[src/rtl/core/sfd_pkg.sv]
// ----------------------------------------------------------------------------
// sfd_pkg
// Shared types and constants of the searchable FIFO with delete: request
// codes, sequencer states and the fixed field widths of the stream ports.
// ----------------------------------------------------------------------------
`default_nettype none

package sfd_pkg;

	// Default geometry of the queue.
	localparam int DefDepth     = 16;
	localparam int DefValueBits = 16;

	// Fixed widths of the port fields.
	localparam int ReqBits   = 3;
	localparam int FieldBits = 16;
	localparam int PosBits   = 5;

	// Stream bus widths, padded to whole bytes.
	localparam int InDataBits  = 16;
	localparam int InUserBits  = 8;
	localparam int OutDataBits = 48;

	// Request codes carried in the input tuser.
	typedef enum logic [ReqBits-1:0] {
		REQ_APPEND = 3'd0,
		REQ_UNIQUE = 3'd1,
		REQ_POP    = 3'd2,
		REQ_DELETE = 3'd3,
		REQ_LOOKUP = 3'd4,
		REQ_CLEAR  = 3'd5
	} req_t;

	// Sequencer states.
	typedef enum logic [1:0] {
		ST_IDLE,
		ST_SCAN,
		ST_FINISH
	} state_t;

endpackage

`default_nettype wire

[src/rtl/core/searchable_fifo_with_delete_unit.sv]
// ----------------------------------------------------------------------------
// searchable_fifo_with_delete_unit
// Ordered queue with append, unique append, pop, delete by value, lookup and
// clear. One walk over the stored entries serves search, delete, pop and minimum.
// ----------------------------------------------------------------------------
// Usage:
//   The request channel (s_*) carries one item per request: the request code
//   in s_tuser and the value in s_tdata. The result channel (m_*) returns one
//   item per request with the status of the queue after the request.
//   Each request other than a clear reads the stored entries once, one entry
//   per cycle, through the single read port of the entry memory. The same
//   walk finds the first match, closes the gap of a deleted entry by moving
//   later entries down one place, and tracks the head and the smallest
//   remaining value. A clear skips the walk. s_tready is high only while the
//   sequencer is idle and returns as the result is registered, so the block
//   takes no new request until the last one has reached the output register.
//   The result sits in an output register. When the receiver stalls, the
//   next request is still accepted and walked; it then waits at its final
//   step until the output register is free.
//   Reset empties the queue; entry contents are not cleared, and entries at
//   or above the count are never used.
// ----------------------------------------------------------------------------
`default_nettype none

module searchable_fifo_with_delete_unit
	import sfd_pkg::*;
#(
	parameter int DEPTH      = DefDepth,
	parameter int VALUE_BITS = DefValueBits
) (
	input  wire logic                   clk,
	input  wire logic                   arst_n,
	input  wire logic                   s_tvalid,
	output logic                        s_tready,
	// value[15:0]
	input  wire logic [InDataBits-1:0]  s_tdata,
	// req_type[2:0]
	input  wire logic [InUserBits-1:0]  s_tuser,
	output logic                        m_tvalid,
	input  wire logic                   m_tready,
	// accepted[0], found[1], position[6:2], head_value[22:7], head_valid[23],
	// count[28:24], smallest[44:29]
	output logic [OutDataBits-1:0]      m_tdata
);

	localparam int AW = $clog2(DEPTH);
	localparam int CW = $clog2(DEPTH + 1);

	// Entry memory, head at address zero.
	logic [VALUE_BITS-1:0] mem [DEPTH];

	state_t state_q, state_d;

	logic [CW-1:0]         cnt_q;
	req_t                  req_q;
	logic [VALUE_BITS-1:0] val_q;
	logic [CW-1:0]         iss_q;
	logic                  rv_s1;
	logic [AW-1:0]         ridx_s1;
	logic [VALUE_BITS-1:0] rdata_s1;
	logic                  fnd_q;
	logic                  rm_q;
	logic [CW-1:0]         pos_q;
	logic                  hv_q;
	logic [VALUE_BITS-1:0] head_q;
	logic [VALUE_BITS-1:0] min_q;

	logic                  m_tvalid_q;
	logic [OutDataBits-1:0] m_tdata_q;

	logic                  in_acc;
	logic                  scan_done;
	logic                  fin_go;
	logic                  is_search;
	logic                  is_shift;
	logic                  hit;
	logic                  remove;
	logic                  room;
	logic                  do_push;
	logic                  accepted;
	logic [CW-1:0]         cnt_new;
	logic                  hv_new;
	logic [VALUE_BITS-1:0] head_new;
	logic [VALUE_BITS-1:0] min_new;

	assign s_tready = (state_q == ST_IDLE);
	assign in_acc   = s_tvalid && s_tready;
	assign m_tvalid = m_tvalid_q;
	assign m_tdata  = m_tdata_q;

	assign scan_done = (iss_q == cnt_q) && !rv_s1;
	assign fin_go    = (state_q == ST_FINISH) && (!m_tvalid_q || m_tready);

	// Per-entry decisions of the walk.
	assign is_search = (req_q == REQ_UNIQUE) || (req_q == REQ_DELETE) ||
		(req_q == REQ_LOOKUP);
	assign is_shift  = (req_q == REQ_DELETE) || (req_q == REQ_POP);
	assign hit       = is_search && !fnd_q && (rdata_s1 == val_q);
	assign remove    = rv_s1 && !rm_q &&
		(((req_q == REQ_DELETE) && hit) || ((req_q == REQ_POP) && (ridx_s1 == '0)));

	// Sequencer next state.
	always_comb begin
		state_d = state_q;
		unique case (state_q)
			ST_IDLE: begin
				if (in_acc) begin
					if (req_t'(s_tuser[ReqBits-1:0]) == REQ_CLEAR) begin
						state_d = ST_FINISH;
					end else begin
						state_d = ST_SCAN;
					end
				end
			end
			ST_SCAN: begin
				if (scan_done) begin
					state_d = ST_FINISH;
				end
			end
			ST_FINISH: begin
				if (fin_go) begin
					state_d = ST_IDLE;
				end
			end
			default: state_d = ST_IDLE;
		endcase
	end

	always_ff @(posedge clk or negedge arst_n) begin
		if (!arst_n) begin
			state_q <= ST_IDLE;
		end else begin
			state_q <= state_d;
		end
	end

	// Final step: push at the tail, new count and the status of the result.
	assign room    = cnt_q < CW'(DEPTH);
	assign do_push = ((req_q == REQ_APPEND) || ((req_q == REQ_UNIQUE) && !fnd_q)) && room;

	always_comb begin
		accepted = 1'b0;
		cnt_new  = cnt_q;
		unique case (req_q)
			REQ_APPEND, REQ_UNIQUE: begin
				accepted = do_push || ((req_q == REQ_UNIQUE) && fnd_q);
				if (do_push) begin
					cnt_new = cnt_q + 1'b1;
				end
			end
			REQ_POP: begin
				accepted = rm_q;
				if (rm_q) begin
					cnt_new = cnt_q - 1'b1;
				end
			end
			REQ_DELETE: begin
				accepted = 1'b1;
				if (rm_q) begin
					cnt_new = cnt_q - 1'b1;
				end
			end
			REQ_LOOKUP: begin
				accepted = 1'b1;
			end
			REQ_CLEAR: begin
				accepted = 1'b1;
				cnt_new  = '0;
			end
			default: begin
				accepted = 1'b0;
			end
		endcase

		hv_new   = hv_q;
		head_new = head_q;
		min_new  = min_q;
		if (do_push) begin
			hv_new = 1'b1;
			if (!hv_q) begin
				head_new = val_q;
				min_new  = val_q;
			end else if (val_q < min_q) begin
				min_new = val_q;
			end
		end
	end

	// Walk registers, read pipeline and result register.
	always_ff @(posedge clk or negedge arst_n) begin
		if (!arst_n) begin
			cnt_q      <= '0;
			rv_s1      <= 1'b0;
			m_tvalid_q <= 1'b0;
		end else begin
			if (m_tvalid_q && m_tready) begin
				m_tvalid_q <= 1'b0;
			end

			if (in_acc) begin
				req_q  <= req_t'(s_tuser[ReqBits-1:0]);
				val_q  <= VALUE_BITS'(s_tdata[FieldBits-1:0]);
				iss_q  <= '0;
				rv_s1  <= 1'b0;
				fnd_q  <= 1'b0;
				rm_q   <= 1'b0;
				pos_q  <= '0;
				hv_q   <= 1'b0;
				head_q <= '0;
				min_q  <= '0;
			end

			if (state_q == ST_SCAN) begin
				// Issue one read per cycle.
				rv_s1   <= (iss_q != cnt_q);
				ridx_s1 <= iss_q[AW-1:0];
				if (iss_q != cnt_q) begin
					iss_q <= iss_q + 1'b1;
				end

				// Look at the entry read in the previous cycle.
				if (rv_s1) begin
					if (hit) begin
						fnd_q <= 1'b1;
						pos_q <= CW'(ridx_s1) + 1'b1;
					end
					if (remove) begin
						rm_q <= 1'b1;
					end else if (!hv_q) begin
						hv_q   <= 1'b1;
						head_q <= rdata_s1;
						min_q  <= rdata_s1;
					end else if (rdata_s1 < min_q) begin
						min_q <= rdata_s1;
					end
				end
			end

			if (fin_go) begin
				cnt_q      <= cnt_new;
				m_tvalid_q <= 1'b1;
				m_tdata_q  <= {
					3'b000,
					FieldBits'(hv_new ? min_new : '0),
					PosBits'(cnt_new),
					hv_new,
					FieldBits'(hv_new ? head_new : '0),
					PosBits'(is_search ? pos_q : '0),
					is_search && fnd_q,
					accepted
				};
			end
		end
	end

	// Entry memory: one write port, one registered read port.
	always_ff @(posedge clk) begin
		if (state_q == ST_SCAN) begin
			rdata_s1 <= mem[iss_q[AW-1:0]];
			if (rv_s1 && rm_q && is_shift) begin
				mem[ridx_s1 - 1'b1] <= rdata_s1;
			end
		end else if (fin_go && do_push) begin
			mem[cnt_q[AW-1:0]] <= val_q;
		end
	end

endmodule

`default_nettype wire

[config.mk]
export PLATFORM = sky130hd
export DESIGN_NAME = searchable_fifo_with_delete_unit
export DESIGN_NICKNAME = d
export VERILOG_FILES = /design/src/rtl/core/sfd_pkg.sv /design/src/rtl/core/searchable_fifo_with_delete_unit.sv
export SDC_FILE = /design/constraint.sdc
export NUM_CORES = 1
export LEC_CHECK = 0
export ABC_CLOCK_PERIOD_IN_PS = 3390
export BUFFER_PORTS_ARGS = -buffer_cell sky130_fd_sc_hd__buf_2
export CAP_MARGIN = 20
export CORE_MARGIN = 8
export CORE_UTILIZATION = 58
export DETAILED_ROUTE_END_ITERATION = 10
export PLACE_DENSITY = 0.76
export SYNTH_ARGS = -nofsm -noshare
export SYNTH_HDL_FRONTEND = slang
export SYNTH_SLANG_ARGS = --single-unit
export TNS_END_PERCENT = 100
[constraint.sdc]
create_clock -name clk -period 3.39 [get_ports clk]
set_input_delay 0.678 -clock clk [delete_from_list [all_inputs] [get_ports clk]]
set_output_delay 0.678 -clock clk [all_outputs]
set_load 0.05 [all_outputs]
==> results_dict.tcl, run 1 <==
set metrics [dict create \
    status "finished, final reports clean" \
    switching_share 0.314 \
    r2r-start "fnd_q" \
    critPathKind "flop to flop" \
    core_um2 29300 \
    arrival_ps 3310 \
    synth-edff-count 385 \
    firstDrtPassIters 5 \
    htree_levels 2 \
    path_common_cell "nand2_1" \
    syn_to_final_growth_pct 13.0 \
    rsz0062_at_grt "no" \
    setup_tns_ps 0 \
    die_x_um 188 \
    clkPwrFrac 0.272 \
    clockBufferDepth 3 \
    crit_end "mem[12][10]" \
    path_clk_slew_ps 60 \
    place_area_um2 18000 \
    portBuffers 69 \
    mostFrequentLayoutCell "edfxtp_1" \
    syn_area_per_cell_um2 16.7 \
    place_congestion 0.852 \
    ys.flop_type "edfxtp_1" \
    layout_common_cells "edfxtp_1 (385), nand2_1 (130), mux4_2 (81)" \
    layout.nets 1188 \
    setup_slack_ps 222 \
    ctsResizeCount 0 \
    drt-wirelength-per-cell_um 22.9 \
    syn_inst 1025 \
    hpwlAfterDp_um 22400 \
    endpoint_kind "flop" \
    dpl.cell_count 1470 \
    stdcell_area_um2 19300 \
    p_switching_mw 5.04 \
    power_frac_seq 0.440 \
    via_count 9271 \
    grt_max_degree 71 \
    insertion_delay_ps 550 \
    crit_fanout 16 \
    hp-class "input pin to async pin" \
    cts_hold_buffers 0 \
    grt_first_pass_wirelength_um 54800 \
    pwr_density_cell_nw_per_um2 831 \
    fin_skew_ps 35.7 \
    slowest_stage "nor2_2" \
    hold_ws_ps 103 \
    fmax_mhz 316 \
    hold_violations 0 \
    crit_required_ps 3530 \
    crit_path_start "fnd_q" \
    drc 0 \
    finalWirelength_um 35300 \
    yosysSeqAreaShare 0.690 \
    drtIter0Drc 919 \
    post-place-ws_ps 218 \
    critPathMaxStageDelay_ps 890 \
    numClockSinks 394 \
    post_cts_buffers 0 \
    ys_warn_count 0 \
    clock-root-buffer "clkbuf_16" \
    synth_seq_cells 394 \
    rr_endpoint "mem[12][10]" \
    p_comb_frac 0.288 \
    async_flop_share 0.0228 \
    vias_per_cell 6.01 \
    antennaDiodeCount 0 \
    fin_crit_ps 3170 \
    drive_gt1_frac 0.253 \
    syn_area_um2 17100 \
    die_h_um 188 \
    ant_nets 0 \
    die_area_um2 35200 \
    grt_pass1_vias 9467 \
    track_usage 0.200 \
    instances_no_fill 1542 \
    start_util 0.582 \
    crit_chain "a2111oi_4 -> nand3_1 -> nand2_1 -> o21a_1 -> nand2_1 -> nor2_2" \
    cap_violations 0 \
    regToRegSetupSlack_ps 220 \
    critPathLaunchType "flop" \
    power_leakage_nw 6.73 \
    rows 63 \
    cts_tree "built" \
    slew_headroom 0.241 \
    grt_antenna_before_repair 0 \
    tightest_slew_ps 1140 \
    drv_slew 0 \
    numCtsBuffers 40 \
    io_pins 78 \
    r2r_cells 6 \
    ir_drop_mv 0.400 \
    grt_overflow 0 \
    internal_power_mw 11.0 \
    finalCritPeriodShare 0.935 \
    setup_viol 0 \
    ys_types 60 \
]
==> cell families (layout without fill, tap and decap cells) <==
| kind of cell | count (synthesis) | count (layout) | share of synthesized area |
|---|---|---|---|
| AO/OA/AOI/OAI | 91 | 91 | 0.0371 |
| XOR/XNOR | 26 | 26 | 0.0133 |
| adder cells (fa/ha/maj) | 36 | 36 | 0.0264 |
| buffers and inverters | 95 | 220 | 0.0244 |
| flip-flops | 394 | 394 | 0.690 |
| multiplexers | 139 | 139 | 0.142 |
| other | 1 | 3 | 0.000220 |
| AND/OR/NAND/NOR | 243 | 243 | 0.0662 |
==> stage by stage <==
step | power (mW) | util
global placement | 11.6 | 0.613
floorplan | 10.5 | -
global route | 16.8 | 0.658
CTS | 16.1 | 0.657
detailed placement | 11.8 | 0.613
finish | 16.1 | 0.658
==> Yosys cell counts (all sizes together) (2+ instances only) <==
master	n	area, µm²
xnor2	5	43.8
nor2b	11	68.8
and3	4	30.0
o21ai	25	129
mux2i	39	390
nand3	13	65.1
o311ai	2	25.0
buf	19	131
a211oi	3	22.5
mux4	81	1820
dfrtp	9	225
a2111oi	2	42.5
and2	3	18.8
ha	36	450
clkbuf	32	120
nor4	3	18.8
o21bai	2	15.0
o211ai	15	113
o21a	3	22.5
mux2	19	214
o22ai	3	18.8
edfxtp	385	11600
a22o	2	17.5
or2	2	12.5
a2bb2oi	2	17.5
a21o	4	30.0
nor2	29	116
nand2	131	494
nor3	15	97.6
a31oi	5	37.5
a21oi	16	80.1
inv	44	165
nand4	21	131
xor2	21	184
nand2b	7	43.8
==> how the worst min path moves through the flow <==
stage	to	slack, ps	cells past startpoint
2_1_floorplan	cnt_q[0]	380	0
3_3_place_gp	m_tvalid	520	2
3_5_place_dp	m_tdata[15]	530	2
4_1_cts	m_tvalid	90	2
5_1_grt	m_tvalid	110	2
6_report	state_q[0]	100	2
==> state kept, by name, summed over array words and instances (netlist names), 2 cells and up <==
register,cells
m_tdata,45
rdata_s1,16
req_q,3
cnt_q,5
ridx_s1,4
head_q,16
iss_q,5
mem,256
min_q,16
state_q,2
pos_q,5
val_q,16
==> routing by layer <==
layer,part of all wire,global-route usage,vias up
met4,0.031,0.0727,0
met2,0.50,0.337,357
met1,0.40,0.254,4659
li1,-,-,4185
met3,0.071,0.0435,70
met5,0,0,-
==> cell type report <==
class | instances | area [µm²]
fillers | 1997 | 10000
multi-input cells | 538 | 4920
well taps | 390 | 488
clock inverters | 23 | 268
flip-flops and latches | 394 | 11800
inverters | 44 | 165
clock buffers | 47 | 1030
repair buffers | 106 | 651
==> worst max-delay path: cells and delay by family (launching register included) <==
kind / cells / cell delay, ps
DFF: 1 / 450
AOI/OAI and AO/OA: 2 / 580
and+or+nand+nor: 4 / 1730
==> power by group through the flow <==
stage | clock (mW) | combinational (mW) | sequential, mW
final | 4.37 | 4.62 | 7.06
after global routing | 4.60 | 5.07 | 7.13
after CTS | 4.42 | 4.66 | 7.06
after detailed placement | 0 | 4.62 | 7.16
after global placement | 0 | 4.49 | 7.14
after floorplan | 0 | 3.33 | 7.19
(Power assumes the default switching activity.)
==> run 2, diff against run 1 <==
--- a/config.mk
+++ b/config.mk
@@ -8,7 +8,7 @@
 export ABC_CLOCK_PERIOD_IN_PS = 3390
 export BUFFER_PORTS_ARGS = -buffer_cell sky130_fd_sc_hd__buf_2
 export CAP_MARGIN = 20
-export CORE_MARGIN = 8
+export CORE_MARGIN = 3
 export CORE_UTILIZATION = 58
 export DETAILED_ROUTE_END_ITERATION = 10
 export PLACE_DENSITY = 0.76
==> run 2 against run 1 <==
  * Clock-buffer cell count fell by 1
  * Critical path depth rose by 1
  * Clock power rose by 3%
  * Highest routed layer unchanged
==> results_dict.tcl, run 2 (synthesis gave the netlist of run 1 again) <==
set metrics [dict create \
    critPathLaunchType "flop" \
    die_area_um2 31500 \
    p_switching_mw 5.05 \
    die_x_um 178 \
    die_h_um 178 \
    rsz0062_at_grt "no" \
    crit_fanout 17 \
    fin_crit_ps 3010 \
    crit_required_ps 3650 \
    numCtsBuffers 40 \
    arrival_ps 3260 \
    clockBufferDepth 3 \
    status "finished, final reports clean" \
    internal_power_mw 11.2 \
    largest_reg_flops 256 \
    track_usage 0.228 \
    start_util 0.592 \
    instances_no_fill 1540 \
    syn_to_final_growth_pct 13.5 \
    setup_viol 0 \
    finalWirelength_um 35400 \
    slowest_stage "and2_1" \
    tightest_slew_ps 1050 \
    critPathMaxStageDelay_ps 620 \
    drt-wirelength-per-cell_um 23.0 \
    portBuffers 69 \
    p_comb_frac 0.286 \
    htree_levels 2 \
    core_um2 28900 \
    holdPathEnd "val_q[8]" \
    post_cts_buffers 0 \
    post-route-util 0.672 \
    drive_gt1_frac 0.251 \
    fin_skew_ps 16.3 \
    layout_common_cells "edfxtp_1 (385), nand2_1 (130), mux4_2 (81)" \
    grt_first_pass_wirelength_um 53600 \
    power_frac_seq 0.436 \
    regToRegSetupSlack_ps 380 \
    switching_share 0.311 \
    clkPwrFrac 0.277 \
    path_delay_family "simple AND/OR/NAND/NOR gates" \
    dpl.cell_count 1466 \
    endpoint_kind "flop" \
    rows 62 \
    firstDrtPassIters 5 \
    vias_per_cell 6.06 \
    grt_overflow 0 \
    power_leakage_nw 6.78 \
    grt_antenna_before_repair 0 \
    finalCritPeriodShare 0.887 \
    cap_violations 0 \
    layout.nets 1189 \
    numClockSinks 394 \
    hpwlAfterDp_um 21600 \
    largest_register "mem" \
    grt_pass1_vias 9137 \
    cts_tree "built" \
    r2r-start "val_q[9]" \
    place_congestion 0.850 \
    setup_tns_ps 0 \
    r2r_cells 7 \
    rr_endpoint "m_tdata[32]" \
    critPathKind "flop to flop" \
    fmax_mhz 333 \
    drv_slew 0 \
    insertion_delay_ps 540 \
    crit_chain "ha_1 -> a21oi_1 -> a2bb2oi_1 -> a221o_1 -> and3_1 -> and2_1 -> o211ai_1" \
    ctsResizeCount 0 \
    pwr_density_cell_nw_per_um2 838 \
    hold_violations 0 \
    min_path_cells 1 \
    drc 0 \
    hp-class "input pin to flop" \
    ir_drop_mv 0.477 \
    antennaDiodeCount 0 \
    grt_max_degree 53 \
    ant_nets 0 \
    via_count 9326 \
    clock-root-buffer "clkbuf_16" \
    drtIter0Drc 753 \
    cts_hold_buffers 1 \
    io_pins 78 \
    worstHoldStart "s_tdata[8]" \
    slew_headroom 0.297 \
    mostFrequentLayoutCell "edfxtp_1" \
    path_clk_slew_ps 60 \
    path_buf_inv 0 \
]
## run 2: how the worst max path moves through the flow
stage,start,to,slack [ps],cells past startpoint
CTS,val_q[9],m_tdata[42],440,7
floorplan,req_q[0],mem[11][0],580,7
finish,val_q[9],m_tdata[32],380,7
global placement,val_q[9],m_tdata[32],480,7
global route,val_q[9],m_tdata[32],210,7
detailed placement,val_q[9],m_tdata[35],440,7
## run 2: final cells by class
class,instances,area (µm²)
clock buffers,46,1020
clock inverters,27,338
fillers,1956,9470
inverters,44,165
multi-input cells,538,4910
flip-flops and latches,394,11800
well taps,384,480
repair buffers,107,683
## run 2: power groups by stage
stage               clock (mW)  sequential (mW)  combinational (mW)
floorplan                    0             7.19                3.33
global placement             0             7.16                4.50
detailed placement           0             7.17                4.63
CTS                       4.59             7.08                4.70
global route              4.77             7.15                5.13
finish                    4.51             7.09                4.66
## run 2: through the flow
step | hold WS, ps | worst slack [ps] | cell area, µm² | power (mW)
6_report | 320 | 383 | 19400 | 16.3
5_1_grt | 311 | 212 | 19400 | 17.1
4_1_cts | 299 | 435 | 19400 | 16.4
3_5_place_dp | 537 | 443 | 18000 | 11.8
3_3_place_gp | 522 | 475 | 18000 | 11.7
2_1_floorplan | 382 | 581 | 17100 | 10.5
## run 2: routing by layer
layer,vias to the layer above,GRT usage,share of wire
li1,4183,-,-
met1,4671,0.307,0.40
met2,389,0.382,0.50
met3,83,0.0436,0.075
met4,0,0.0707,0.030
met5,-,0,0
